## config.mk

```make
export PLATFORM = sky130hd
export DESIGN_NAME = waveform_column_renderer_core_flat
export DESIGN_NICKNAME = d
export VERILOG_FILES = /design/src/rtl/core/wcr_pkg.sv /design/src/rtl/core/wcr_req_if.sv /design/src/rtl/core/wcr_rsp_if.sv /design/src/rtl/core/wcr_csr_if.sv /design/src/rtl/core/wcr_divider.sv /design/src/rtl/core/waveform_column_renderer_core.sv /design/src/flat_wrapper.sv
export VERILOG_INCLUDE_DIRS = /design/src /design/src/rtl/core
export SDC_FILE = /design/constraint.sdc
export NUM_CORES = 2
export LEC_CHECK = 0
export ABC_AREA = 0
export BUFFER_PORTS_ARGS = -buffer_cell sky130_fd_sc_hd__buf_2
export CORE_MARGIN = 2
export CORE_UTILIZATION = 55
export DETAILED_ROUTE_END_ITERATION = 12
export PLACE_DENSITY = 0.72
export SLEW_MARGIN = 20
export SYNTH_ARGS = -nofsm -noshare
export SYNTH_HDL_FRONTEND = slang
export SYNTH_SLANG_ARGS = --single-unit
```

## constraint.sdc

```tcl
create_clock -name clock -period 31.9 [get_ports clock]
set_input_delay 4.785 -clock clock [delete_from_list [all_inputs] [get_ports clock]]
set_output_delay 4.785 -clock clock [all_outputs]
set_load 0.005 [all_outputs]
```

## src/rtl/core/assert_macros.svh

```systemverilog
// Assertion macros shared by the RTL. They are empty when SYNTH is defined.
`ifndef ASSERT_MACROS_SVH
`define ASSERT_MACROS_SVH

`ifndef SYNTH
`define WCR_ASSERT_IMP(lbl, cond, prop) \
   lbl: assert property (@(posedge clock) disable iff (reset) (cond) |-> (prop)) \
      else $error("implication check failed");
`define WCR_ASSERT_NEXT(lbl, cond, prop) \
   lbl: assert property (@(posedge clock) disable iff (reset) (cond) |=> (prop)) \
      else $error("next-cycle check failed");
`else
`define WCR_ASSERT_IMP(lbl, cond, prop)
`define WCR_ASSERT_NEXT(lbl, cond, prop)
`endif

`endif

```

## src/rtl/core/wcr_pkg.sv

```systemverilog
package wcr_pkg;

   localparam int MAX_COLUMNS_DEFAULT = 4096;
   localparam int LEVEL_BITS_DEFAULT  = 16;

   localparam int BAND_W     = 24;
   localparam int WEIGHT_W   = 28;
   localparam int ROW_W      = 13;
   localparam int INDEX_W    = 12;
   localparam int COLOUR_W   = 8;
   localparam int CSUM_W     = 32;
   localparam int CSR_IDX_W  = 2;
   localparam int CSR_DATA_W = 16;

   // Shared divider geometry: every quotient in this block stays below 2**16.
   localparam int DIV_NUM_W = 46;
   localparam int DIV_DEN_W = 29;
   localparam int DIV_Q_W   = 16;

   // Q8.8 colour: 180 * 512 scale and 30.0 offset.
   localparam logic [16:0] Q_SCALE  = 17'd92160;
   localparam logic [15:0] Q_OFFSET = 16'd7680;

   typedef enum logic [CSR_IDX_W-1:0] {
      CSR_BLOCKS  = 2'd0,
      CSR_COLUMNS = 2'd1,
      CSR_HEIGHT  = 2'd2
   } csr_index_type;

   // Divider operation sequence; the order matters, the sequencer steps by one.
   localparam logic [3:0] OP_RED      = 4'd0;
   localparam logic [3:0] OP_GREEN    = 4'd1;
   localparam logic [3:0] OP_BLUE     = 4'd2;
   localparam logic [3:0] OP_ROW_PP   = 4'd3;
   localparam logic [3:0] OP_ROW_RN   = 4'd6;
   localparam logic [3:0] OP_DIM_R    = 4'd7;
   localparam logic [3:0] OP_DIM_B    = 4'd9;
   localparam logic [3:0] OP_BRIGHT_R = 4'd10;
   localparam logic [3:0] OP_LAST     = 4'd12;

   typedef struct packed {
      logic                 start;
      logic [DIV_NUM_W-1:0] num;
      logic [DIV_DEN_W-1:0] den;
   } div_req_type;

   typedef struct packed {
      logic               done;
      logic [DIV_Q_W-1:0] quotient;
   } div_rsp_type;

   function automatic logic [COLOUR_W-1:0] clamp8(input logic [DIV_Q_W-1:0] v);
      return (v > DIV_Q_W'(255)) ? 8'd255 : v[COLOUR_W-1:0];
   endfunction

endpackage

```

## src/rtl/core/wcr_req_if.sv

```systemverilog
interface wcr_req_if #(
   parameter int LEVEL_BITS = wcr_pkg::LEVEL_BITS_DEFAULT
);
   logic                                valid;
   logic                                ready;
   logic signed [LEVEL_BITS-1:0]        peak_positive;
   logic signed [LEVEL_BITS-1:0]        peak_negative;
   logic signed [LEVEL_BITS-1:0]        rms_positive;
   logic signed [LEVEL_BITS-1:0]        rms_negative;
   logic [wcr_pkg::BAND_W-1:0]          band_low_energy;
   logic [wcr_pkg::BAND_W-1:0]          band_mid_energy;
   logic [wcr_pkg::BAND_W-1:0]          band_high_energy;

   modport source (output valid, peak_positive, peak_negative, rms_positive, rms_negative,
                   band_low_energy, band_mid_energy, band_high_energy, input ready);
   modport sink (input valid, peak_positive, peak_negative, rms_positive, rms_negative,
                 band_low_energy, band_mid_energy, band_high_energy, output ready);
endinterface

```

## src/rtl/core/wcr_rsp_if.sv

```systemverilog
interface wcr_rsp_if;
   logic                          valid;
   logic                          ready;
   logic [wcr_pkg::INDEX_W-1:0]   column_index;
   logic [wcr_pkg::ROW_W-1:0]     peak_row_start;
   logic [wcr_pkg::ROW_W-1:0]     peak_row_end;
   logic [wcr_pkg::ROW_W-1:0]     rms_row_start;
   logic [wcr_pkg::ROW_W-1:0]     rms_row_end;
   logic [wcr_pkg::COLOUR_W-1:0]  dim_red;
   logic [wcr_pkg::COLOUR_W-1:0]  dim_green;
   logic [wcr_pkg::COLOUR_W-1:0]  dim_blue;
   logic [wcr_pkg::COLOUR_W-1:0]  bright_red;
   logic [wcr_pkg::COLOUR_W-1:0]  bright_green;
   logic [wcr_pkg::COLOUR_W-1:0]  bright_blue;
   logic                          final_column;

   modport source (output valid, column_index, peak_row_start, peak_row_end, rms_row_start,
                   rms_row_end, dim_red, dim_green, dim_blue, bright_red, bright_green,
                   bright_blue, final_column, input ready);
   modport sink (input valid, column_index, peak_row_start, peak_row_end, rms_row_start,
                 rms_row_end, dim_red, dim_green, dim_blue, bright_red, bright_green,
                 bright_blue, final_column, output ready);
endinterface

```

## src/rtl/core/wcr_csr_if.sv

```systemverilog
interface wcr_csr_if;
   logic                           valid;
   logic                           ready;
   logic [wcr_pkg::CSR_IDX_W-1:0]  index;
   logic [wcr_pkg::CSR_DATA_W-1:0] data;

   modport source (output valid, index, data, input ready);
   modport sink (input valid, index, data, output ready);
endinterface

```

## src/rtl/core/wcr_divider.sv

```systemverilog
module wcr_divider (
   input  logic                 clock,
   input  logic                 reset,
   input  wcr_pkg::div_req_type div_req,
   output wcr_pkg::div_rsp_type div_rsp
);
   localparam int NW = wcr_pkg::DIV_NUM_W;
   localparam int QW = wcr_pkg::DIV_Q_W;
   localparam int CW = $clog2(QW);

   logic [NW-1:0] rem_ff, rem_in;
   logic [NW-1:0] dsh_ff, dsh_in;
   logic [QW-1:0] q_ff, q_in;
   logic [CW-1:0] cnt_ff, cnt_in;
   logic          busy_ff, busy_in;
   logic          done_ff, done_in;
   logic [NW:0]   trial;

   // Restoring division, one quotient bit per cycle from the top bit down.
   always_comb begin
      rem_in  = rem_ff;
      dsh_in  = dsh_ff;
      q_in    = q_ff;
      cnt_in  = cnt_ff;
      busy_in = busy_ff;
      done_in = 1'b0;
      trial   = {1'b0, rem_ff} - {1'b0, dsh_ff};
      if (div_req.start) begin
         rem_in  = div_req.num;
         dsh_in  = NW'(div_req.den) << (QW - 1);
         q_in    = '0;
         cnt_in  = '0;
         busy_in = 1'b1;
      end else if (busy_ff) begin
         if (!trial[NW]) begin
            rem_in = trial[NW-1:0];
            q_in   = {q_ff[QW-2:0], 1'b1};
         end else begin
            q_in   = {q_ff[QW-2:0], 1'b0};
         end
         dsh_in = dsh_ff >> 1;
         cnt_in = cnt_ff + CW'(1);
         if (cnt_ff == CW'(QW - 1)) begin
            busy_in = 1'b0;
            done_in = 1'b1;
         end
      end
   end

   always_ff @(posedge clock) begin
      rem_ff <= rem_in;
      dsh_ff <= dsh_in;
      q_ff   <= q_in;
      cnt_ff <= cnt_in;
      if (reset) begin
         busy_ff <= 1'b0;
         done_ff <= 1'b0;
      end else begin
         busy_ff <= busy_in;
         done_ff <= done_in;
      end
   end

   assign div_rsp.done     = done_ff;
   assign div_rsp.quotient = q_ff;

endmodule

```

## src/rtl/core/waveform_column_renderer_core.sv

```systemverilog
// Waveform column renderer. Each accepted beat is one analysis block; its three
// band colours are each divided by the band maximum on one shared 16-step
// restoring divider before the next beat is accepted; the divisions are skipped
// when all band energies are zero. The block that closes a column runs ten more
// divisions (four line rows, six colour averages), then holds the column on the
// result channel until it is taken. No new block is accepted while a block is in
// work or a column waits.
// Blocks that arrive after the last column are taken and dropped.
`include "assert_macros.svh"

module waveform_column_renderer_core #(
   parameter int MAX_COLUMNS = wcr_pkg::MAX_COLUMNS_DEFAULT,
   parameter int LEVEL_BITS  = wcr_pkg::LEVEL_BITS_DEFAULT
) (
   input logic        clock,
   input logic        reset,
   wcr_req_if.sink    req_bus,
   wcr_rsp_if.source  rsp_bus,
   wcr_csr_if.sink    csr_bus
);
   localparam int CC_W   = $clog2(MAX_COLUMNS + 1);
   localparam int SUM_W  = LEVEL_BITS + 16;
   localparam int NL_W   = LEVEL_BITS + 18;
   localparam int PROD_W = LEVEL_BITS + 31;
   localparam int NW     = wcr_pkg::DIV_NUM_W;
   localparam int DW     = wcr_pkg::DIV_DEN_W;
   localparam int WW     = wcr_pkg::WEIGHT_W;

   typedef enum logic [3:0] {
      S_IDLE  = 4'b0001,
      S_START = 4'b0010,
      S_WAIT  = 4'b0100,
      S_OUT   = 4'b1000
   } state_type;

   state_type state_ff, state_in;

   logic [15:0]                   bpc_ff, bpc_in;
   logic [12:0]                   ccount_ff, ccount_in;
   logic [12:0]                   height_ff, height_in;
   logic signed [SUM_W-1:0]       lsum_ff [4];
   logic signed [SUM_W-1:0]       lsum_in [4];
   logic [wcr_pkg::CSUM_W-1:0]    csum_ff [3];
   logic [wcr_pkg::CSUM_W-1:0]    csum_in [3];
   logic [WW-1:0]                 w_ff [3];
   logic [WW-1:0]                 w_in [3];
   logic [WW-1:0]                 m_ff, m_in;
   logic [15:0]                   bc_ff, bc_in;
   logic [CC_W-1:0]               col_ff, col_in;
   logic                          fin_ff, fin_in;
   logic                          coldone_ff, coldone_in;
   logic [3:0]                    op_ff, op_in;
   logic [wcr_pkg::ROW_W-1:0]     row_ff [4];
   logic [wcr_pkg::ROW_W-1:0]     row_in [4];
   logic [wcr_pkg::COLOUR_W-1:0]  dim_ff [3];
   logic [wcr_pkg::COLOUR_W-1:0]  dim_in [3];
   logic [wcr_pkg::COLOUR_W-1:0]  bright_ff [3];
   logic [wcr_pkg::COLOUR_W-1:0]  bright_in [3];
   logic [wcr_pkg::INDEX_W-1:0]   idx_ff, idx_in;
   logic                          final_ff, final_in;

   wcr_pkg::div_req_type div_req;
   wcr_pkg::div_rsp_type div_rsp;

   logic [15:0]                   n_blocks;
   logic [31:0]                   cols_wide;
   logic [CC_W-1:0]               cols_lim;
   logic [CC_W:0]                 col_next;
   logic [CC_W+11:0]              col_ext;
   logic [WW-1:0]                 w_new [3];
   logic [WW-1:0]                 m_new;
   logic [16:0]                   bc_next;
   logic                          acc;
   logic [3:0]                    op_off;
   logic signed [NL_W-1:0]        base;
   logic signed [NL_W-1:0]        nl;
   logic [PROD_W-1:0]             prod;
   logic [33:0]                   avg_num;
   logic [wcr_pkg::CSUM_W-1:0]    csum_sel;

   wcr_divider u_divider (
      .clock   (clock),
      .reset   (reset),
      .div_req (div_req),
      .div_rsp (div_rsp)
   );

   assign n_blocks  = (bpc_ff == 16'd0) ? 16'd1 : bpc_ff;
   assign cols_wide = (ccount_ff == 13'd0) ? 32'd1 :
                      (32'(ccount_ff) > 32'(MAX_COLUMNS)) ? 32'(MAX_COLUMNS) : 32'(ccount_ff);
   assign cols_lim  = cols_wide[CC_W-1:0];
   assign col_next  = {1'b0, col_ff} + (CC_W + 1)'(1);
   assign col_ext   = {12'd0, col_ff};
   assign bc_next   = {1'b0, bc_ff} + 17'd1;
   assign acc       = req_bus.valid && req_bus.ready;

   assign w_new[0] = WW'(req_bus.band_low_energy);
   assign w_new[1] = WW'({req_bus.band_mid_energy, 1'b0});
   assign w_new[2] = WW'({req_bus.band_high_energy, 3'b000}) +
                     WW'({req_bus.band_high_energy, 1'b0});

   always_comb begin
      m_new = w_new[0];
      if (w_new[1] > m_new) m_new = w_new[1];
      if (w_new[2] > m_new) m_new = w_new[2];
   end

   // Divider operands for the current step of the sequence.
   always_comb begin
      op_off   = '0;
      base     = NL_W'(n_blocks) <<< (LEVEL_BITS - 1);
      nl       = '0;
      prod     = '0;
      avg_num  = '0;
      csum_sel = '0;
      div_req.start = (state_ff == S_START);
      div_req.num   = '0;
      div_req.den   = DW'(n_blocks);
      priority if (op_ff <= wcr_pkg::OP_BLUE) begin
         div_req.num = NW'(w_ff[op_ff[1:0]] * wcr_pkg::Q_SCALE) + NW'(m_ff);
         div_req.den = DW'({m_ff, 1'b0});
      end else if (op_ff <= wcr_pkg::OP_ROW_RN) begin
         op_off = op_ff - wcr_pkg::OP_ROW_PP;
         if (op_off[0])
            nl = base - NL_W'(lsum_ff[op_off[1:0]]);
         else
            nl = base + NL_W'(lsum_ff[op_off[1:0]]);
         // A negative level position puts the row at zero.
         if (nl < 0)
            nl = '0;
         prod = PROD_W'(height_ff) * PROD_W'(nl) +
                (PROD_W'(n_blocks) << (LEVEL_BITS - 1));
         div_req.num = NW'(prod >> LEVEL_BITS);
      end else if (op_ff <= wcr_pkg::OP_DIM_B) begin
         op_off   = op_ff - wcr_pkg::OP_DIM_R;
         csum_sel = csum_ff[op_off[1:0]];
         avg_num  = 34'(csum_sel) + (34'(n_blocks) << 8);
         div_req.num = NW'(avg_num >> 9);
      end else begin
         op_off   = op_ff - wcr_pkg::OP_BRIGHT_R;
         csum_sel = csum_ff[op_off[1:0]];
         avg_num  = {1'b0, csum_sel, 1'b0} + (34'(n_blocks) << 8);
         div_req.num = NW'(avg_num >> 9);
      end
   end

   always_comb begin
      state_in   = state_ff;
      bpc_in     = bpc_ff;
      ccount_in  = ccount_ff;
      height_in  = height_ff;
      lsum_in    = lsum_ff;
      csum_in    = csum_ff;
      w_in       = w_ff;
      m_in       = m_ff;
      bc_in      = bc_ff;
      col_in     = col_ff;
      fin_in     = fin_ff;
      coldone_in = coldone_ff;
      op_in      = op_ff;
      row_in     = row_ff;
      dim_in     = dim_ff;
      bright_in  = bright_ff;
      idx_in     = idx_ff;
      final_in   = final_ff;

      if (csr_bus.valid) begin
         unique case (csr_bus.index)
            wcr_pkg::CSR_BLOCKS:  bpc_in    = csr_bus.data;
            wcr_pkg::CSR_COLUMNS: ccount_in = csr_bus.data[12:0];
            wcr_pkg::CSR_HEIGHT:  height_in = csr_bus.data[12:0];
            default: ;
         endcase
      end

      unique case (state_ff)
         S_IDLE: begin
            if (acc && !fin_ff) begin
               lsum_in[0] = lsum_ff[0] + SUM_W'(req_bus.peak_positive);
               lsum_in[1] = lsum_ff[1] + SUM_W'(req_bus.peak_negative);
               lsum_in[2] = lsum_ff[2] + SUM_W'(req_bus.rms_positive);
               lsum_in[3] = lsum_ff[3] + SUM_W'(req_bus.rms_negative);
               w_in       = w_new;
               m_in       = m_new;
               bc_in      = bc_next[15:0];
               coldone_in = (bc_next >= {1'b0, n_blocks});
               // With no band energy the block adds no colour.
               if (m_new != '0) begin
                  op_in    = wcr_pkg::OP_RED;
                  state_in = S_START;
               end else if (bc_next >= {1'b0, n_blocks}) begin
                  op_in    = wcr_pkg::OP_ROW_PP;
                  state_in = S_START;
               end
            end
         end
         S_START: begin
            state_in = S_WAIT;
         end
         S_WAIT: begin
            if (div_rsp.done) begin
               priority if (op_ff <= wcr_pkg::OP_BLUE)
                  csum_in[op_ff[1:0]] = csum_ff[op_ff[1:0]] +
                                        wcr_pkg::CSUM_W'(div_rsp.quotient) +
                                        wcr_pkg::CSUM_W'(wcr_pkg::Q_OFFSET);
               else if (op_ff <= wcr_pkg::OP_ROW_RN)
                  row_in[op_off[1:0]] = div_rsp.quotient[wcr_pkg::ROW_W-1:0];
               else if (op_ff <= wcr_pkg::OP_DIM_B)
                  dim_in[op_off[1:0]] = wcr_pkg::clamp8(div_rsp.quotient);
               else
                  bright_in[op_off[1:0]] = wcr_pkg::clamp8(div_rsp.quotient);

               priority if (op_ff == wcr_pkg::OP_BLUE && !coldone_ff) begin
                  state_in = S_IDLE;
               end else if (op_ff == wcr_pkg::OP_LAST) begin
                  state_in = S_OUT;
                  idx_in   = col_ext[wcr_pkg::INDEX_W-1:0];
                  col_in   = col_next[CC_W-1:0];
                  fin_in   = (col_next >= {1'b0, cols_lim});
                  final_in = (col_next >= {1'b0, cols_lim});
                  bc_in    = '0;
                  for (int i = 0; i < 4; i++) lsum_in[i] = '0;
                  for (int i = 0; i < 3; i++) csum_in[i] = '0;
               end else begin
                  op_in    = op_ff + 4'd1;
                  state_in = S_START;
               end
            end
         end
         S_OUT: begin
            if (rsp_bus.ready)
               state_in = S_IDLE;
         end
         default: state_in = S_IDLE;
      endcase
   end

   always_ff @(posedge clock) begin
      w_ff      <= w_in;
      m_ff      <= m_in;
      op_ff     <= op_in;
      row_ff    <= row_in;
      dim_ff    <= dim_in;
      bright_ff <= bright_in;
      idx_ff    <= idx_in;
      final_ff  <= final_in;
      if (reset) begin
         state_ff   <= S_IDLE;
         bpc_ff     <= 16'd1;
         ccount_ff  <= 13'd1;
         height_ff  <= 13'd1;
         for (int i = 0; i < 4; i++) lsum_ff[i] <= '0;
         for (int i = 0; i < 3; i++) csum_ff[i] <= '0;
         bc_ff      <= '0;
         col_ff     <= '0;
         fin_ff     <= 1'b0;
         coldone_ff <= 1'b0;
      end else begin
         state_ff   <= state_in;
         bpc_ff     <= bpc_in;
         ccount_ff  <= ccount_in;
         height_ff  <= height_in;
         lsum_ff    <= lsum_in;
         csum_ff    <= csum_in;
         bc_ff      <= bc_in;
         col_ff     <= col_in;
         fin_ff     <= fin_in;
         coldone_ff <= coldone_in;
      end
   end

   assign req_bus.ready        = (state_ff == S_IDLE);
   assign csr_bus.ready        = 1'b1;
   assign rsp_bus.valid        = (state_ff == S_OUT);
   assign rsp_bus.column_index = idx_ff;
   assign rsp_bus.peak_row_start = row_ff[0];
   assign rsp_bus.peak_row_end   = row_ff[1];
   assign rsp_bus.rms_row_start  = row_ff[2];
   assign rsp_bus.rms_row_end    = row_ff[3];
   assign rsp_bus.dim_red      = dim_ff[0];
   assign rsp_bus.dim_green    = dim_ff[1];
   assign rsp_bus.dim_blue     = dim_ff[2];
   assign rsp_bus.bright_red   = bright_ff[0];
   assign rsp_bus.bright_green = bright_ff[1];
   assign rsp_bus.bright_blue  = bright_ff[2];
   assign rsp_bus.final_column = final_ff;

   `WCR_ASSERT_IMP(a_rsp_blocks_req, rsp_bus.valid, !req_bus.ready)
   `WCR_ASSERT_NEXT(a_fin_sticky, fin_ff, fin_ff)
   `WCR_ASSERT_IMP(a_done_in_wait, div_rsp.done, state_ff == S_WAIT)
   `WCR_ASSERT_IMP(a_final_sets_fin, rsp_bus.valid && rsp_bus.final_column, fin_ff)

endmodule

```

## src/flat_wrapper.sv

```systemverilog
// flat-port wrapper written by rule: the top's interface ports become plain ports
module waveform_column_renderer_core_flat 
#(
   parameter int MAX_COLUMNS = wcr_pkg::MAX_COLUMNS_DEFAULT,
   parameter int LEVEL_BITS  = wcr_pkg::LEVEL_BITS_DEFAULT
)
  (clock, reset, req_bus_valid, req_bus_peak_positive, req_bus_peak_negative, req_bus_rms_positive, req_bus_rms_negative, req_bus_band_low_energy, req_bus_band_mid_energy, req_bus_band_high_energy, req_bus_ready, rsp_bus_valid, rsp_bus_column_index, rsp_bus_peak_row_start, rsp_bus_peak_row_end, rsp_bus_rms_row_start, rsp_bus_rms_row_end, rsp_bus_dim_red, rsp_bus_dim_green, rsp_bus_dim_blue, rsp_bus_bright_red, rsp_bus_bright_green, rsp_bus_bright_blue, rsp_bus_final_column, rsp_bus_ready, csr_bus_valid, csr_bus_index, csr_bus_data, csr_bus_ready);
  wcr_req_if #(.LEVEL_BITS(LEVEL_BITS)) req_bus_i ();
  wcr_rsp_if rsp_bus_i ();
  wcr_csr_if csr_bus_i ();
  input logic clock;
  input logic reset;
  input wire logic [$bits(req_bus_i.valid)-1:0] req_bus_valid;
  input wire logic [$bits(req_bus_i.peak_positive)-1:0] req_bus_peak_positive;
  input wire logic [$bits(req_bus_i.peak_negative)-1:0] req_bus_peak_negative;
  input wire logic [$bits(req_bus_i.rms_positive)-1:0] req_bus_rms_positive;
  input wire logic [$bits(req_bus_i.rms_negative)-1:0] req_bus_rms_negative;
  input wire logic [$bits(req_bus_i.band_low_energy)-1:0] req_bus_band_low_energy;
  input wire logic [$bits(req_bus_i.band_mid_energy)-1:0] req_bus_band_mid_energy;
  input wire logic [$bits(req_bus_i.band_high_energy)-1:0] req_bus_band_high_energy;
  output wire logic [$bits(req_bus_i.ready)-1:0] req_bus_ready;
  output wire logic [$bits(rsp_bus_i.valid)-1:0] rsp_bus_valid;
  output wire logic [$bits(rsp_bus_i.column_index)-1:0] rsp_bus_column_index;
  output wire logic [$bits(rsp_bus_i.peak_row_start)-1:0] rsp_bus_peak_row_start;
  output wire logic [$bits(rsp_bus_i.peak_row_end)-1:0] rsp_bus_peak_row_end;
  output wire logic [$bits(rsp_bus_i.rms_row_start)-1:0] rsp_bus_rms_row_start;
  output wire logic [$bits(rsp_bus_i.rms_row_end)-1:0] rsp_bus_rms_row_end;
  output wire logic [$bits(rsp_bus_i.dim_red)-1:0] rsp_bus_dim_red;
  output wire logic [$bits(rsp_bus_i.dim_green)-1:0] rsp_bus_dim_green;
  output wire logic [$bits(rsp_bus_i.dim_blue)-1:0] rsp_bus_dim_blue;
  output wire logic [$bits(rsp_bus_i.bright_red)-1:0] rsp_bus_bright_red;
  output wire logic [$bits(rsp_bus_i.bright_green)-1:0] rsp_bus_bright_green;
  output wire logic [$bits(rsp_bus_i.bright_blue)-1:0] rsp_bus_bright_blue;
  output wire logic [$bits(rsp_bus_i.final_column)-1:0] rsp_bus_final_column;
  input wire logic [$bits(rsp_bus_i.ready)-1:0] rsp_bus_ready;
  input wire logic [$bits(csr_bus_i.valid)-1:0] csr_bus_valid;
  input wire logic [$bits(csr_bus_i.index)-1:0] csr_bus_index;
  input wire logic [$bits(csr_bus_i.data)-1:0] csr_bus_data;
  output wire logic [$bits(csr_bus_i.ready)-1:0] csr_bus_ready;
  assign req_bus_i.valid = req_bus_valid;
  assign req_bus_i.peak_positive = req_bus_peak_positive;
  assign req_bus_i.peak_negative = req_bus_peak_negative;
  assign req_bus_i.rms_positive = req_bus_rms_positive;
  assign req_bus_i.rms_negative = req_bus_rms_negative;
  assign req_bus_i.band_low_energy = req_bus_band_low_energy;
  assign req_bus_i.band_mid_energy = req_bus_band_mid_energy;
  assign req_bus_i.band_high_energy = req_bus_band_high_energy;
  assign req_bus_ready = req_bus_i.ready;
  assign rsp_bus_valid = rsp_bus_i.valid;
  assign rsp_bus_column_index = rsp_bus_i.column_index;
  assign rsp_bus_peak_row_start = rsp_bus_i.peak_row_start;
  assign rsp_bus_peak_row_end = rsp_bus_i.peak_row_end;
  assign rsp_bus_rms_row_start = rsp_bus_i.rms_row_start;
  assign rsp_bus_rms_row_end = rsp_bus_i.rms_row_end;
  assign rsp_bus_dim_red = rsp_bus_i.dim_red;
  assign rsp_bus_dim_green = rsp_bus_i.dim_green;
  assign rsp_bus_dim_blue = rsp_bus_i.dim_blue;
  assign rsp_bus_bright_red = rsp_bus_i.bright_red;
  assign rsp_bus_bright_green = rsp_bus_i.bright_green;
  assign rsp_bus_bright_blue = rsp_bus_i.bright_blue;
  assign rsp_bus_final_column = rsp_bus_i.final_column;
  assign rsp_bus_i.ready = rsp_bus_ready;
  assign csr_bus_i.valid = csr_bus_valid;
  assign csr_bus_i.index = csr_bus_index;
  assign csr_bus_i.data = csr_bus_data;
  assign csr_bus_ready = csr_bus_i.ready;
  waveform_column_renderer_core #(.MAX_COLUMNS(MAX_COLUMNS), .LEVEL_BITS(LEVEL_BITS)) u_core (.clock(clock), .reset(reset), .req_bus(req_bus_i), .rsp_bus(rsp_bus_i), .csr_bus(csr_bus_i));
endmodule
```

==> flow_summary.json <==
{
  "run_status": "complete, no violations",
  "synth-main-ff-cell": "dfxtp_1",
  "start_util": 0.553,
  "synth_area_leaders": "edfxtp_1, fa_1, ha_1",
  "drc_errors": 0,
  "ys_types": 101,
  "crit_slowest_cell": "nor2_1",
  "wirelength_um": 182000,
  "end_kind": "flip-flop",
  "synth.largest_area_cell": "edfxtp_1",
  "path_class": "reg2reg",
  "ys_seq_area_frac": 0.256,
  "cp_common_cell": "fa_1",
  "portBuffers": 273,
  "critPathRequiredTime_ns": 32.29,
  "nNetsFinal": 8259,
  "place_ws_ns": 19.48,
  "synth_common_cells": "inv_1, nand2_1, ha_1",
  "worstMarginPinSlew_ns": 1.18,
  "ant_nets": 0,
  "synthCells": 6964,
  "dr.pass1.iters": 5,
  "fp-row-count": 122,
  "maxSlewHeadroom": 0.214,
  "rsz0062_at_grt": "false",
  "hold_viol": 0,
  "final-setup-viol-count": 0,
  "cp_max_fo": 115,
  "grt_overflow": 0,
  "p_leak_nw": 30.1,
  "crit_path_max_incr_delay_ns": 1.07,
  "n_fill_cell": 9626,
  "grt_pass1_wl_um": 281000,
  "start_kind": "flip-flop",
  "clk-insertion-delay-late_ns": 0.70,
  "synthArstFlopShare": 0,
  "multi_input_area_um2": 41400,
  "grt_max_degree": 168,
  "power.density_nw_per_um2": 63.3,
  "synth.top_cell.area_share": 0.145,
  "core-area_um2": 110000,
  "antenna_found_initial": 5,
  "avgRoutedWirePerCell_um": 21.0,
  "seq_area_um2": 15600,
  "syn_nets": 8129,
  "via_per_inst": 5.99,
  "root_buffer": "clkbuf_16",
  "avgSynthCellArea_um2": 8.75,
  "whs_ns": 0.453,
  "hpwl_um": 139000,
  "ys_seq_elements": 633,
  "htreeDepth": 3,
  "cts.clk_slew.worst_paths_ns": 0.07,
  "gp_congestion": 1.01,
  "vias": 51761,
  "max-cap-violations": 0,
  "post-cts-setup-buffer-count": 0,
  "area_delta_synth_final_pct": 8.90,
  "fmax_ghz": 0.0797,
  "fin_util": 0.602,
  "finalCritPeriodShare": 0.393,
  "fin_crit_ns": 12.54,
  "yosysMostFrequentCell": "inv_1",
  "numCtsBuffers": 74,
  "ir_drop_mv": 0.0921,
  "io_pins": 275,
  "die_w_um": 337,
  "clockBufferDepth": 3,
  "drive_above_1_share": 0.0802,
  "crit_family": "adder cells",
  "ctsHoldBuffers": 0,
  "drt_iter0_markers": 4356,
  "grtUsageTotal": 0.316,
  "dieHeight_um": 337,
  "grt_pass1_vias": 50311,
  "fin_ws_ns": 19.36,
  "cts.repair.resized": 0,
  "syn_area_um2": 60900,
  "cts_tree": "done",
  "synth_warnings": 0,
  "die_area_um2": 113000,
  "hp-class": "reg2reg",
  "tns_ns": 0,
  "critical_path_arrival_ns": 12.93,
  "synth_edf_count": 295,
  "final_max_slew_viol_count": 0,
  "clock_skew_ns": 0.0531,
  "path_buf_inv": 7,
  "cts_num_sinks": 633
}
==> registers in the layout, indices dropped and copies added, names as in the netlist, 16 cells and up <==
register                 flops
u_core.u_divider.q_ff       16
u_core.bpc_ff               16
u_core.bc_ff                16
u_core.m_ff                 28
u_core.w_ff                 75
u_core.u_divider.dsh_ff     44
u_core.lsum_ff             128
u_core.u_divider.rem_ff     46
u_core.csum_ff              96
==> cell usage in the layout, fill, tap and decap left out, types with 17 or more instances in the layout <==
| master | n |
|---|---|
| or3_1 | 33 |
| inv_1 | 753 |
| o21bai_1 | 55 |
| o22ai_1 | 28 |
| a21o_1 | 166 |
| fa_1 | 405 |
| xor2_1 | 131 |
| and2_1 | 161 |
| mux4_2 | 31 |
| xnor2_1 | 238 |
| o21ai_0 | 375 |
| clkbuf_16 | 79 |
| nand3_1 | 167 |
| or2_2 | 23 |
| buf_4 | 81 |
| o21a_1 | 45 |
| a31oi_1 | 63 |
| edfxtp_1 | 295 |
| nand4_1 | 54 |
| o31ai_1 | 17 |
| a22o_1 | 53 |
| mux2i_1 | 179 |
| nand3b_1 | 19 |
| a22oi_1 | 60 |
| a21oi_1 | 492 |
| nand2b_1 | 79 |
| nand2_1 | 740 |
| nor2b_1 | 63 |
| ha_1 | 600 |
| a211oi_1 | 48 |
| nor4_1 | 32 |
| buf_2 | 272 |
| nor2_1 | 479 |
| dfxtp_1 | 337 |
| o211ai_1 | 31 |
| and3_1 | 78 |
| nor3_1 | 91 |
==> per-layer routing <==
metal / vias up / track usage / routed length (µm)
li1: 24331 / - / -
met1: 24994 / 0.415 / 76000
met2: 2007 / 0.511 / 82700
met3: 419 / 0.0556 / 14400
met4: 10 / 0.140 / 8570
met5: - / 0.00596 / 149
==> worst paths after layout <==
kind | startpoint | endpoint | slack (ns) | cells after the start
worst max-delay path | u_core.op_ff[0]$_DFFE_PP_ | u_core.u_divider.rem_ff[28]$_DFFE_PP_ | 19.36 | 35
worst min-delay path | u_core.csum_ff[70]$_SDFFE_PP0P_ | u_core.csum_ff[70]$_SDFFE_PP0P_ | 0.45 | 2
worst max register to register | u_core.op_ff[0]$_DFFE_PP_ | u_core.u_divider.rem_ff[28]$_DFFE_PP_ | 19.36 | 35
worst min register to register | u_core.csum_ff[70]$_SDFFE_PP0P_ | u_core.csum_ff[70]$_SDFFE_PP0P_ | 0.45 | 2
==> where the power goes <==
group	internal [mW]	leakage, nW	total (mW)	switching [mW]
logic	0.883	23.3	2.32	1.44
registers	0.924	5.56	0.980	0.0559
clock network	0.513	1.24	0.898	0.384
total	2.32	30.1	4.20	1.88
==> final cells by class <==
class	instances	share of cell area
multi-input combinational	5272	0.624
antenna	2	0.0000754
timing repair buffer	358	0.0311
clock buffer	103	0.0324
tap	1488	0.0281
clock inverter	33	0.00662
inverter	755	0.0428
sequential	633	0.236
==> worst reg2reg max path: cells and delay by family (launching register included) <==
kind / cells / cell delay [ns]
compound gates: 11 / 2.51
fa+ha+maj: 8 / 3.72
buf+inv: 7 / 1.74
flops: 1 / 0.41
mux: 1 / 0.81
simple gates: 8 / 3.09
==> cell families (layout without fill, tap and decap cells) <==
logic type,after synthesis,in the layout,share of synthesized area
simple gates,2075,2075,0.160
compound gates,1605,1605,0.166
buf+inv,1059,1249,0.0655
fa+ha+maj,1006,1006,0.257
flops,633,633,0.256
xor+xnor,369,369,0.0530
mux,216,216,0.0420
other cells,1,3,0.0000616
==> stage by stage <==
stage / instances / instance area [µm²] / power (mW)
global route: 8643 / 66300 / 4.50
global placement: 8506 / 63700 / 3.23
floorplan: 6964 / 60900 / 2.68
detailed placement: 8506 / 63700 / 3.28
finish: 8644 / 66300 / 4.20
CTS: 8642 / 66300 / 4.18
Power figures use the tool's default switching activity.
